**src/hdl/merge_sorter_core_defines.svh**
```systemverilog
// Assertion shorthands, clocked on clk and disabled while rst_n is low.
`ifndef MERGE_SORTER_CORE_DEFINES_SVH
`define MERGE_SORTER_CORE_DEFINES_SVH

// same-cycle implication
`define MSORT_ASSERT_IMP(lbl, ante, cons, msg) \
    lbl: assert property (@(posedge clk) disable iff (!rst_n) (ante) |-> (cons)) \
        else $error(msg);

// next-cycle implication
`define MSORT_ASSERT_NXT(lbl, ante, cons, msg) \
    lbl: assert property (@(posedge clk) disable iff (!rst_n) (ante) |=> (cons)) \
        else $error(msg);

`endif

```
**src/hdl/msort_ram.sv**
```systemverilog
`default_nettype none

module msort_ram #(
    parameter int WIDTH = 32,
    parameter int DEPTH = 64
) (
    input  wire logic                             clk,
    input  wire logic                             wr_en,
    input  wire logic [$clog2(DEPTH)-1:0]         wr_addr,
    input  wire logic [WIDTH-1:0]                 wr_data,
    input  wire logic [$clog2(DEPTH)-1:0]         rd_addr_a,
    input  wire logic [$clog2(DEPTH)-1:0]         rd_addr_b,
    output logic      [WIDTH-1:0]                 rd_data_a,
    output logic      [WIDTH-1:0]                 rd_data_b
);

    logic [WIDTH-1:0] mem_reg [DEPTH];
    logic [WIDTH-1:0] rd_a_reg;
    logic [WIDTH-1:0] rd_b_reg;

    always_ff @(posedge clk)
    begin
        if (wr_en)
        begin
            mem_reg[wr_addr] <= wr_data;
        end
        rd_a_reg <= mem_reg[rd_addr_a];
        rd_b_reg <= mem_reg[rd_addr_b];
    end

    assign rd_data_a = rd_a_reg;
    assign rd_data_b = rd_b_reg;

endmodule

`default_nettype wire

```
**config.mk**
```make
export PLATFORM = sky130hd
export DESIGN_NAME = msort_ram
export DESIGN_NICKNAME = d
export VERILOG_FILES = /design/src/hdl/merge_sorter_core_defines.svh /design/src/hdl/msort_ram.sv
export SDC_FILE = /design/constraint.sdc
export NUM_CORES = 2
export LEC_CHECK = 0
export CAP_MARGIN = 20
export CORE_MARGIN = 2
export CORE_UTILIZATION = 49
export CTS_CLUSTER_SIZE = 16
export DETAILED_ROUTE_END_ITERATION = 8
export DONT_BUFFER_PORTS = 1
export HOLD_SLACK_MARGIN = 0.15
export SLEW_MARGIN = 20
export SYNTH_ARGS = -nofsm -noshare
export SYNTH_HDL_FRONTEND = slang
export SYNTH_SLANG_ARGS = --single-unit
export TNS_END_PERCENT = 30
```
**constraint.sdc**
```tcl
create_clock -name clk -period 13.59 [get_ports clk]
set_input_delay 3.3975 -clock clk [delete_from_list [all_inputs] [get_ports clk]]
set_output_delay 3.3975 -clock clk [all_outputs]
set_load 0.1 [all_outputs]
```
==> summary by stage <==
Run status
The run finished with clean final reports.

Logic synthesis
Yosys printed 0 warnings. Counting every net in the synthesized netlist gives ~4.5k. The number of distinct standard cells referenced by the synthesized netlist is 38. The post-synthesis average cell area is about 22 µm².

In this run, synthesis produced a sequential element count of roughly 2.1k. The dominant cell type by area after synthesis is sky130_fd_sc_hd__edfxtp_1. Ranked by total cell area, the synthesized netlist is headed by sky130_fd_sc_hd__edfxtp_1, sky130_fd_sc_hd__mux4_2, sky130_fd_sc_hd__mux2i_1.

The predominant post-synthesis flop cell is sky130_fd_sc_hd__edfxtp_1. The number of cells produced by synthesis is 4,412. The share of the yosys chip area belonging to registers is 0.656. The fraction of registers with async set/reset is 0. Summing every instance area after synthesis gives around 96,000 µm². Yosys mapped a number of flops with a built-in enable equal to 2,048.

The top-area cell type share of the netlist area is 0.643.

Clock network
In this run the clock root is driven by a sky130_fd_sc_hd__clkbuf_16. The clock-pin slew on the worst setup and hold paths is 0.06 ns. The post-cts resize count is 0. CTS built an H-tree with a depth of 4. The clock tree buffer depth is 3. TritonCTS built the clock tree. For the worst-skew pair, the clock arrives at the later sink with an insertion delay of roughly 0.86 ns. The number of sinks driven by the clock tree is 2,112. In this run the post-CTS setup repair buffer count came out at 0. The number of clock buffers added by TritonCTS is between 200 and 250. The number of buffers added to fix hold violations after cts is 0.

GRT
For this run, the total global-route usage over all layers was measured as 0.294. After global routing the overflow that remains totals 0. The via count of the first global-routing pass is about 51k. The first global-routing pass estimated a little over 400,000 µm of wire. The maximum number of pins on one net before global-route repair is around 510. The initial antenna violation count was 14.

Power and ir drop
The standby leakage power is 32.5 nW. The overall power consumption is about 14 mW. The internal portion of total power is 10.9 mW. The power per unit of standard cell area is about 130 nW/µm². The share of total power dissipated in the clock network is 0.407. The share of total power dissipated in sequential elements is 0.529.

The power share of the combinational group is 0.063. Of the total power, the share spent switching nets is 0.224. The net switching power figure is roughly 3.1 mW. The worst-case vdd ir drop is 0.149 mV.

Cells and area
Compared with the post-synthesis result, the final layout area differs by 10.2%. The share of cells above drive strength 1 is 0.360. Leaving out fill and tap cells, the most frequent cell in the layout is sky130_fd_sc_hd__edfxtp_1. The flip-flop count of the largest register, all copies and words added is ~2.0k. Leaving out filler cells and counting taps, the final layout contains roughly 7.1k.

In the layout the commonest cells are sky130_fd_sc_hd__edfxtp_1, sky130_fd_sc_hd__mux4_2, sky130_fd_sc_hd__clkbuf_16. The net count of the finished layout is between 4k and 5k.

Setup path
The sort of element at the start of the critical path is a primary input. The highest cell delay on the worst timing path is roughly 0.70 ns. STA puts the critical path data arrival time at 7.88 ns.

The data required time of the worst path is ~14 ns. For this design, the slowest cell found on the critical path is sky130_fd_sc_hd__buf_16. The most numerous cell type found on the critical path is sky130_fd_sc_hd__buf_16.

The critical path start-end classification is primary input to flop. STA classifies the critical path endpoint as a flop. The critical path goes through buf_16, buf_16, buf_16, buf_16, mux4_2, mux2i_1, mux2i_1, nor2_1, o22ai_1.

The largest fanout on the critical path is around 110.

Placed design
At the end of routability-driven placement, the weighted congestion stood at around 0.79. The count of buffers inserted at the top-level ports is 0. The placed cell count is around 6.7k. The post-DP HPWL is around 140,000 µm.

Hold path
The class of the tightest hold or removal check is flop to flop.

STA
Setup violations remaining at the end of the flow were counted as 0. The number of pins with negative max-slew slack in the final report is 0. The final worst hold slack is around 0.86 ns. Dividing the final minimum period by the clock period gives 0.529. The largest clock skew in the final design is 0.0270 ns. Setup total negative slack on the finished layout was measured at 0 ns. Measured against its own limit, the worst slew margin works out to 0.127. Timing would allow up to 139 MHz. The slew at the pin closest to its max-slew limit is approximately 1.3 ns. The number of endpoints with negative hold slack in the final report is 0. Setup repair after global routing left no endpoint under its margin. Subtracting the final worst setup slack from the clock period gives roughly 7 ns.

Die
The floorplan step defined a die boundary enclosing just under 200,000 µm². The die is between 400 and 500 µm wide. The effective utilization at floorplan is 0.492.

The count of boundary I/O pins is between 100 and 150. The floorplan has 162 rows. The placeable core area is 194,000 µm². From bottom edge to top edge, the die measures 446 µm.

Drt
The first-pass iteration count of the detailed router is 6. The post-detailed-route count of antenna-violating nets is 0. The routed wirelength normalized by instance count is ~40 µm. After the first detailed-routing iteration, the DRC count stood at slightly above 7k. The average vias per placed instance is slightly above 7. The routed layout has roughly 50k vias. The DRC violations left is 0. The total wire length is 290,000 µm.

Flow run
The tool flagged a number of max-cap violations equal to 0.
worst max-delay path, delay by kind of cell:
family / cells / cell delay, ns
muxes: 3 / 1.13
AOI/OAI and AO/OA: 1 / 0.15
and+or+nand+nor: 1 / 0.51
buffers and inverters: 4 / 2.19
stage by stage:
stage,instance area [µm²],utilization,setup WS (ns)
5_1_grt,105000,0.542,6.13
3_5_place_dp,98300,0.506,7.63
6_report,105000,0.542,6.41
4_1_cts,105000,0.541,8.16
3_3_place_gp,98300,0.506,7.49
2_1_floorplan,95700,-,7.00
final timing paths:
kind	from	endpoint	slack (ns)	depth (start not counted)
hold / removal	mem_reg[39][15]	rd_data_a[15]	0.86	4
setup reg to reg	mem_reg[19][19]	rd_data_b[19]	10.97	4
setup / recovery	rd_addr_a[0]	rd_data_a[19]	6.41	9
hold reg to reg	mem_reg[39][15]	rd_data_a[15]	0.86	4
power by group through the flow:
stage / combinational [mW] / sequential [mW] / clock (mW)
3_3_place_gp: 0.755 / 7.57 / 0
6_report: 0.891 / 7.44 / 5.73
2_1_floorplan: 0.690 / 7.57 / 0
3_5_place_dp: 0.755 / 7.58 / 0
5_1_grt: 0.931 / 7.44 / 6.06
4_1_cts: 0.757 / 7.44 / 5.80
area by class of cell:
class / instances / area, µm²
Timing Repair Buffer: 104 / 1020
Clock buffer: 318 / 6180
Multi-Input combinational cell: 1952 / 31700
Inverter: 1 / 3.75
Antenna cell: 6 / 15.0
Clock inverter: 82 / 589
Tap cell: 2542 / 3180
Fill cell: 14500 / 88900
Sequential cell: 2112 / 62800
cell usage after synthesis (9+ instances only):
cell and count:
sky130_fd_sc_hd__nor2_1 94, sky130_fd_sc_hd__clkbuf_1 135, sky130_fd_sc_hd__a221oi_1 13, sky130_fd_sc_hd__nand3_1 9, sky130_fd_sc_hd__mux4_2 1124, sky130_fd_sc_hd__dfxtp_1 64, sky130_fd_sc_hd__o211ai_1 27, sky130_fd_sc_hd__nor2b_1 19
sky130_fd_sc_hd__buf_4 55, sky130_fd_sc_hd__a211oi_1 15, sky130_fd_sc_hd__a32oi_1 9, sky130_fd_sc_hd__a21oi_1 58, sky130_fd_sc_hd__buf_1 25, sky130_fd_sc_hd__o21ai_1 31, sky130_fd_sc_hd__nand2_1 93, sky130_fd_sc_hd__buf_2 121
sky130_fd_sc_hd__buf_6 11, sky130_fd_sc_hd__a22oi_1 85, sky130_fd_sc_hd__mux2_2 36, sky130_fd_sc_hd__edfxtp_1 2048, sky130_fd_sc_hd__mux2i_1 204, sky130_fd_sc_hd__o221ai_1 16, sky130_fd_sc_hd__o32a_1 9, sky130_fd_sc_hd__o21ai_0 18
sky130_fd_sc_hd__o22ai_1 56
kinds of logic (layout without fill, tap and decap cells):
group                  count (synthesis)  count (layout)  share of synthesized area
other                                  0               6                          0
AOI/OAI and AO/OA                    340             340                     0.0239
and+or+nand+nor                      248             248                     0.0113
DFF                                 2112            2112                      0.656
buffers and inverters                348             505                     0.0183
muxes                               1364            1364                      0.290
routing by layer:
metal	track usage	part of all wire	vias to the layer above
met5	0	0.000031	-
met4	0.0952	0.032	2
met3	0.0643	0.10	450
met2	0.462	0.48	2702
met1	0.414	0.39	27700
li1	-	-	19500
No activity file was read; power rests on OpenSTA's default activity.
