`config.mk`:
```
export PLATFORM = sky130hd
export DESIGN_NAME = msort_seq
export DESIGN_NICKNAME = d
export VERILOG_FILES = /design/src/hdl/merge_sorter_core_defines.svh /design/src/hdl/msort_pkg.sv /design/src/hdl/msort_seq.sv
export SDC_FILE = /design/constraint.sdc
export NUM_CORES = 1
export LEC_CHECK = 0
export BUFFER_PORTS_ARGS = -buffer_cell sky130_fd_sc_hd__clkbuf_2
export CORE_MARGIN = 2
export CORE_UTILIZATION = 49
export CTS_BUF_LIST = sky130_fd_sc_hd__clkbuf_2 sky130_fd_sc_hd__clkbuf_4 sky130_fd_sc_hd__clkbuf_8
export CTS_CLUSTER_SIZE = 8
export DETAILED_ROUTE_END_ITERATION = 8
export HOLD_SLACK_MARGIN = 0.08
export PLACE_DENSITY = 0.77
export SKIP_LAST_GASP = 1
export SLEW_MARGIN = 20
export SYNTH_ARGS = -nofsm -noshare
export SYNTH_HDL_FRONTEND = slang
export SYNTH_SLANG_ARGS = --single-unit
export TNS_END_PERCENT = 1
```
`constraint.sdc`:
```
create_clock -name clk -period 3.03 [get_ports clk]
set_input_delay 0.1515 -clock clk [delete_from_list [all_inputs] [get_ports clk]]
set_output_delay 0.1515 -clock clk [all_outputs]
set_load 0.005 [all_outputs]
```
`src/hdl/merge_sorter_core_defines.svh`:
```
// Assertion shorthands, clocked on clk and disabled while rst_n is low.
`ifndef MERGE_SORTER_CORE_DEFINES_SVH
`define MERGE_SORTER_CORE_DEFINES_SVH

// same-cycle implication
`define MSORT_ASSERT_IMP(lbl, ante, cons, msg) \
    lbl: assert property (@(posedge clk) disable iff (!rst_n) (ante) |-> (cons)) \
        else $error(msg);

// next-cycle implication
`define MSORT_ASSERT_NXT(lbl, ante, cons, msg) \
    lbl: assert property (@(posedge clk) disable iff (!rst_n) (ante) |=> (cons)) \
        else $error(msg);

`endif

```
`src/hdl/msort_pkg.sv`:
```
`default_nettype none

package msort_pkg;

    localparam int MAX_ITEMS   = 64;
    localparam int VALUE_WIDTH = 32;
    localparam int ADDR_W      = $clog2(MAX_ITEMS);
    localparam int CNT_W       = $clog2(MAX_ITEMS + 1);

    typedef logic [ADDR_W-1:0]      addr_t;
    typedef logic [CNT_W-1:0]       cnt_t;
    typedef logic [VALUE_WIDTH-1:0] word_t;

    typedef struct packed {
        logic signed [31:0] value;
        logic               last_item;
    } item_t;

    typedef struct packed {
        logic signed [31:0] sorted_value;
        logic               last_out;
        logic               overflow;
    } result_t;

    typedef struct packed {
        logic  wr_en0;
        logic  wr_en1;
        addr_t wr_addr;
        word_t wr_data;
        addr_t rd_addr_a;
        addr_t rd_addr_b;
        logic  rd_sel;
    } mem_ctl_t;

    typedef enum logic [2:0] {
        ST_LOAD,
        ST_GROUP,
        ST_MERGE,
        ST_EMIT_REQ,
        ST_EMIT
    } state_t;

endpackage

`default_nettype wire

```
`src/hdl/msort_seq.sv`:
```
`default_nettype none

module msort_seq (
    input  wire logic                clk,
    input  wire logic                rst_n,
    input  wire logic                item_valid,
    output logic                     item_ready,
    input  wire msort_pkg::item_t    item,
    output logic                     result_valid,
    input  wire logic                result_ready,
    output msort_pkg::result_t       result,
    output msort_pkg::mem_ctl_t      mem_ctl,
    input  wire msort_pkg::word_t    rd_data_a,
    input  wire msort_pkg::word_t    rd_data_b
);

    localparam int CW = msort_pkg::CNT_W;
    localparam int AW = msort_pkg::ADDR_W;

    msort_pkg::state_t  state_reg, state_next;
    msort_pkg::cnt_t    count_reg, count_next;
    msort_pkg::cnt_t    width_reg, width_next;
    msort_pkg::cnt_t    lo_reg, lo_next;
    msort_pkg::cnt_t    mid_reg, mid_next;
    msort_pkg::cnt_t    hi_reg, hi_next;
    msort_pkg::cnt_t    i_reg, i_next;
    msort_pkg::cnt_t    j_reg, j_next;
    msort_pkg::cnt_t    k_reg, k_next;
    logic               ovf_reg, ovf_next;
    logic               src_reg, src_next;
    logic               out_valid_reg, out_valid_next;
    msort_pkg::result_t out_reg, out_next;

    logic            accept;
    logic            room;
    msort_pkg::cnt_t count_inc;
    logic [CW+1:0]   lo_plus_w;
    logic [CW+1:0]   lo_plus_2w;
    msort_pkg::cnt_t mid_c;
    msort_pkg::cnt_t hi_c;
    logic            a_ok;
    logic            b_ok;
    logic            take_a;
    msort_pkg::cnt_t k_inc;
    logic            group_end;
    logic            pass_end;
    logic [CW:0]     width_dbl;
    logic            sort_done;
    logic            fire;
    logic            emit_last;

    assign accept     = item_valid && (state_reg == msort_pkg::ST_LOAD);
    assign room       = count_reg < CW'(msort_pkg::MAX_ITEMS);
    assign count_inc  = room ? count_reg + 1'b1 : count_reg;
    assign lo_plus_w  = {2'b00, lo_reg} + {2'b00, width_reg};
    assign lo_plus_2w = {2'b00, lo_reg} + {1'b0, width_reg, 1'b0};
    assign mid_c      = (lo_plus_w > {2'b00, count_reg}) ? count_reg : lo_plus_w[CW-1:0];
    assign hi_c       = (lo_plus_2w > {2'b00, count_reg}) ? count_reg : lo_plus_2w[CW-1:0];
    assign a_ok       = i_reg < mid_reg;
    assign b_ok       = j_reg < hi_reg;
    assign take_a     = a_ok && (!b_ok || ($signed(rd_data_a) <= $signed(rd_data_b)));
    assign k_inc      = k_reg + 1'b1;
    assign group_end  = k_inc == hi_reg;
    assign pass_end   = hi_reg == count_reg;
    assign width_dbl  = {width_reg, 1'b0};
    assign sort_done  = width_dbl >= {1'b0, count_reg};
    assign fire       = !out_valid_reg || result_ready;
    assign emit_last  = k_inc == count_reg;

    always_comb
    begin
        state_next = state_reg;
        case (state_reg)
            msort_pkg::ST_LOAD:
            begin
                if (accept && item.last_item)
                begin
                    state_next = (count_inc <= CW'(1)) ? msort_pkg::ST_EMIT_REQ
                                                       : msort_pkg::ST_GROUP;
                end
            end
            msort_pkg::ST_GROUP:
            begin
                state_next = msort_pkg::ST_MERGE;
            end
            msort_pkg::ST_MERGE:
            begin
                if (group_end)
                begin
                    state_next = (pass_end && sort_done) ? msort_pkg::ST_EMIT_REQ
                                                         : msort_pkg::ST_GROUP;
                end
            end
            msort_pkg::ST_EMIT_REQ:
            begin
                state_next = msort_pkg::ST_EMIT;
            end
            msort_pkg::ST_EMIT:
            begin
                if (fire && emit_last)
                begin
                    state_next = msort_pkg::ST_LOAD;
                end
            end
            default:
            begin
                state_next = msort_pkg::ST_LOAD;
            end
        endcase
    end

    always_comb
    begin
        count_next     = count_reg;
        width_next     = width_reg;
        lo_next        = lo_reg;
        mid_next       = mid_reg;
        hi_next        = hi_reg;
        i_next         = i_reg;
        j_next         = j_reg;
        k_next         = k_reg;
        ovf_next       = ovf_reg;
        src_next       = src_reg;
        out_next       = out_reg;
        out_valid_next = out_valid_reg && !result_ready;

        mem_ctl           = '0;
        mem_ctl.rd_sel    = src_reg;
        mem_ctl.wr_addr   = k_reg[AW-1:0];
        mem_ctl.rd_addr_a = i_reg[AW-1:0];
        mem_ctl.rd_addr_b = j_reg[AW-1:0];

        case (state_reg)
            msort_pkg::ST_LOAD:
            begin
                mem_ctl.wr_addr = count_reg[AW-1:0];
                mem_ctl.wr_data = msort_pkg::VALUE_WIDTH'(item.value);
                if (accept)
                begin
                    if (room)
                    begin
                        mem_ctl.wr_en0 = 1'b1;
                        count_next     = count_inc;
                    end
                    else
                    begin
                        ovf_next = 1'b1;
                    end
                    if (item.last_item)
                    begin
                        width_next = CW'(1);
                        lo_next    = '0;
                        k_next     = '0;
                        src_next   = 1'b0;
                    end
                end
            end
            msort_pkg::ST_GROUP:
            begin
                i_next            = lo_reg;
                j_next            = mid_c;
                k_next            = lo_reg;
                mid_next          = mid_c;
                hi_next           = hi_c;
                mem_ctl.rd_addr_a = lo_reg[AW-1:0];
                mem_ctl.rd_addr_b = mid_c[AW-1:0];
            end
            msort_pkg::ST_MERGE:
            begin
                mem_ctl.wr_en0  = src_reg;
                mem_ctl.wr_en1  = !src_reg;
                mem_ctl.wr_data = take_a ? rd_data_a : rd_data_b;
                if (take_a)
                begin
                    i_next = i_reg + 1'b1;
                end
                else
                begin
                    j_next = j_reg + 1'b1;
                end
                mem_ctl.rd_addr_a = i_next[AW-1:0];
                mem_ctl.rd_addr_b = j_next[AW-1:0];
                k_next            = k_inc;
                if (group_end)
                begin
                    if (pass_end)
                    begin
                        src_next   = !src_reg;
                        width_next = width_dbl[CW-1:0];
                        lo_next    = '0;
                        k_next     = '0;
                    end
                    else
                    begin
                        lo_next = hi_reg;
                    end
                end
            end
            msort_pkg::ST_EMIT_REQ:
            begin
                mem_ctl.rd_addr_a = k_reg[AW-1:0];
            end
            msort_pkg::ST_EMIT:
            begin
                mem_ctl.rd_addr_a = fire ? k_inc[AW-1:0] : k_reg[AW-1:0];
                if (fire)
                begin
                    out_valid_next        = 1'b1;
                    out_next.sorted_value = 32'(rd_data_a);
                    out_next.last_out     = emit_last;
                    out_next.overflow     = ovf_reg;
                    k_next                = k_inc;
                    if (emit_last)
                    begin
                        count_next = '0;
                        ovf_next   = 1'b0;
                    end
                end
            end
            default:
            begin
                count_next = count_reg;
            end
        endcase
    end

    always_ff @(posedge clk or negedge rst_n)
    begin
        if (!rst_n)
        begin
            state_reg     <= msort_pkg::ST_LOAD;
            count_reg     <= '0;
            ovf_reg       <= 1'b0;
            src_reg       <= 1'b0;
            out_valid_reg <= 1'b0;
        end
        else
        begin
            state_reg     <= state_next;
            count_reg     <= count_next;
            ovf_reg       <= ovf_next;
            src_reg       <= src_next;
            out_valid_reg <= out_valid_next;
        end
    end

    always_ff @(posedge clk)
    begin
        width_reg <= width_next;
        lo_reg    <= lo_next;
        mid_reg   <= mid_next;
        hi_reg    <= hi_next;
        i_reg     <= i_next;
        j_reg     <= j_next;
        k_reg     <= k_next;
        out_reg   <= out_next;
    end

    assign item_ready   = state_reg == msort_pkg::ST_LOAD;
    assign result_valid = out_valid_reg;
    assign result       = out_reg;

endmodule

`default_nettype wire

```
==> results.tsv <==
metric	value	unit
ant diodes	0	
worst slew pin tran	0.5969	ns
CTS clk-pin slew, worst paths	0.10	ns
initial core utilization	49.82	%
slowest CP cell	edfxtp_1	
PnR worst setup slack	-0.7291	ns
RSZ-0062 raised after global routing	true	
Port-buffer cells	189	
Slew headroom	59.78	%
TritonCTS clock tree	built	
Max-Cap Viols	0	
Post-route DRC	0	
Bufs and invs on worst path	4	
area leader, netlist	edfxtp_1	
number of setup violations in the final report	66	
routed vias	7509	
outcome	finished, violations left	
Fin. Hold Viols	0	
hold crit path type	primary input to flip-flop	
Max stage delay on crit path	0.43	ns
Max Transition Viols Final	0	
first-pass GRT wire length	37.41	mm
Max clock buf depth	2	
core area	15150	µm²
Via-to-Cell Ratio	5.706	
clock root cell	clkbuf_8	
area share of the largest cell type after synthesis	33.03	%
leakage	4.896	nW
boundary pin count	190	
fin crit period	3.759	ns
asr flop ratio synth	13.54	%
Setup WS pre-CTS	-0.3163	ns
post-synthesis cell type count	60	
Initial DRC Count	567	
failing checks	negative setup slack	
number of global-route vias before repair	7441	
grt peak-use layer	met2	
layout cells sized above 1	32.27	%
area grow syn2layout	34.46	%
final WL	24.16	mm
GR Util met2	51.18	%
Inst Count DP	1259	
final antenna-violating net count	0	
Achievable Freq	266.0	MHz
fillcell total	1189	
data arrival time of the worst path	3.61	ns
post-layout net count	1307	
DP HPWL	18.07	mm
CTS Sinks	96	
Layout Cells excl Fill	1316	
CTS H-Tree Depth	3	
Worst setup SP type	flip-flop	
Commonest cells post-synth	83 x edfxtp_1, 81 x ha_1, 77 x nand2_1	
DP Area	9510	µm²
chip width	128.1	µm
met3 capacity usage during global routing	5.008	%
Primary FF master, synth	edfxtp_1	
initial antenna violation count	0	
number of warnings issued by yosys	0	
GPL Wtd Cong	0.9313	
Die H	128.1	µm
worst skew pair latency	0.39	ns
cells after synthesis	800	
Largest delay share family, worst path	compound AO/OA/AOI/OAI gates	
period utilisation layout	124.1	%
CP Cell Sequence	ha_2 > inv_1 > fa_2 > inv_1 > a21o_1 > a21oi_2 > o21bai_1 > a21oi_2 > xnor2_2 > ha_1 > nand4_1 > o22ai_1 > o21ai_2 > buf_6 > mux2_4 > a221o_1 > clkbuf_2	
met1 usage	33.84	%
GRT overflow	0	
pwr/cell area	1294	nW/µm²
largest net degree at the start of global routing	38	
average size of a mapped cell	9.432	µm²
average wire per cell in the routed design	18.36	µm
post-synthesis sequential area ratio	37.34	%
top-count cell post-synth	edfxtp_1	
Synth area leaders	edfxtp_1 33%, ha_1 13%, mux2i_1 5.4%	
Yosys reg bits	96	
CP endpoint kind	primary output	
syn nets	984	
max reg flops	34	
GRT Overall Usage	29.21	%
Die Footprint	16410	µm²
Setup CP Type	flip-flop to primary output	
final instance area	10150	µm²
row count	45	
Req. time, crit path	2.88	ns
Post-Syn Area	7546	µm²
1st-pass router iterations	5	
Peak VDD IR	0.6165	mV
final clock skew	0.01749	ns
CTS buffer count	9	
Final Util	66.99	%
Post-synth EDFFs	83	
worst-path fanout max	6	
==> final cells by class <==
| cell class | count | area, µm² | share of cell area (%) |
|---|---|---|---|
| flip-flops and latches | 96 | 2818 | 27.77 |
| well taps | 188 | 235.2 | 2.318 |
| inverters | 70 | 262.8 | 2.590 |
| repair buffers | 346 | 2261 | 22.28 |
| clock inverters | 6 | 91.34 | 0.9002 |
| multi-input cells | 600 | 4347 | 42.84 |
| clock buffers | 10 | 131.4 | 1.295 |
==> layer usage <==
layer / vias to the layer above / routed length, µm / part of all wire [%]
met5: - / 0 / 0
met4: 0 / 1121 / 4.6
met3: 76 / 1782 / 7.4
met2: 381 / 11910 / 49
met1: 3508 / 9346 / 39
li1: 3544 / - / -
==> placed cells by master, fill, tap and decap left out, types with 5 or more instances in the layout <==
cell type and n:
clkbuf_2 189, buf_4 119, edfxtp_1 83, ha_1 80
nand2_1 77, inv_1 69, a21oi_1 49, o21ai_0 48
nor2_1 48, mux2i_1 40, xnor2_1 35, dlygate4sd3_1 33
nand4_1 18, nor3_1 18, mux2_2 17, nand3_1 16
o21ai_1 15, nor2b_1 14, xor2_1 14, dfrtp_1 13
o21a_1 12, a21o_1 9, and3_1 9, clkbuf_8 9
nand2b_1 7, a31oi_1 7, o22ai_1 6, nor4_1 5
==> power by group <==
group | internal (W) | total (W) | switching, W | leakage (nW)
registers | 0.00220 | 0.00263 | 0.000431 | 0.938
clock network | 0.000481 | 0.000979 | 0.000498 | 0.115
logic | 0.00457 | 0.00951 | 0.00494 | 3.84
==> worst register-to-register path, cell delays in order, from the launching register on <==
cell and delay, ns:
edfxtp_1 0.43, buf_4 0.16, buf_4 0.12, buf_4 0.13
ha_1 0.22, fa_1 0.42, a21o_1 0.17, a21oi_1 0.21
xnor2_1 0.19, ha_1 0.29, o21a_1 0.11, o21a_1 0.16
o22ai_1 0.11, and3b_1 0.16, buf_4 0.16, mux2_2 0.35
==> through the flow <==
step | setup TNS (ns) | hold WS [ns] | total power (W)
finish | -26.47 | 0.1470 | 0.01313
detailed placement | -9.611 | 0.07236 | 0.01171
global route | -36.51 | 0.1803 | 0.01408
global placement | -5.938 | 0.07110 | 0.01145
floorplan | -0.7217 | -0.1441 | 0.008130
CTS | -21.46 | 0.1317 | 0.01281
==> logic make-up (layout without fill, tap and decap cells) <==
group,count (synthesis),count (layout),share of synthesized area [%]
compound gates,181,181,14.41
fa+ha+maj,83,83,13.96
mux,60,60,8.274
buf+inv,104,432,5.638
xor+xnor,51,51,6.019
simple gates,225,225,14.36
flops,96,96,37.34
==> repair_timing <==
action / 4_1_cts / 5_1_grt
gates resized for setup: 0 / 5
setup buffers: 3 / 5
hold buffers: 33 / 0
endpoints found under the setup margin: 65 / 67
pin swaps: 1 / 7
endpoints found under the hold margin: 45 / 0
==> final timing paths <==
kind                                   start           end  slack, ns  cells after the start
worst max register to register  width_reg[0]     hi_reg[0]      -0.62                     15
worst min-delay path              item_valid       ovf_reg       0.15                      3
worst min register to register       ovf_reg     result[0]       0.50                      0
max in group asynchronous              rst_n  count_reg[1]       2.57                      2
min in group asynchronous              rst_n  count_reg[4]       0.19                      2
worst max-delay path            width_reg[0]    mem_ctl[1]      -0.73                     17
Power figures use the tool's default switching activity.
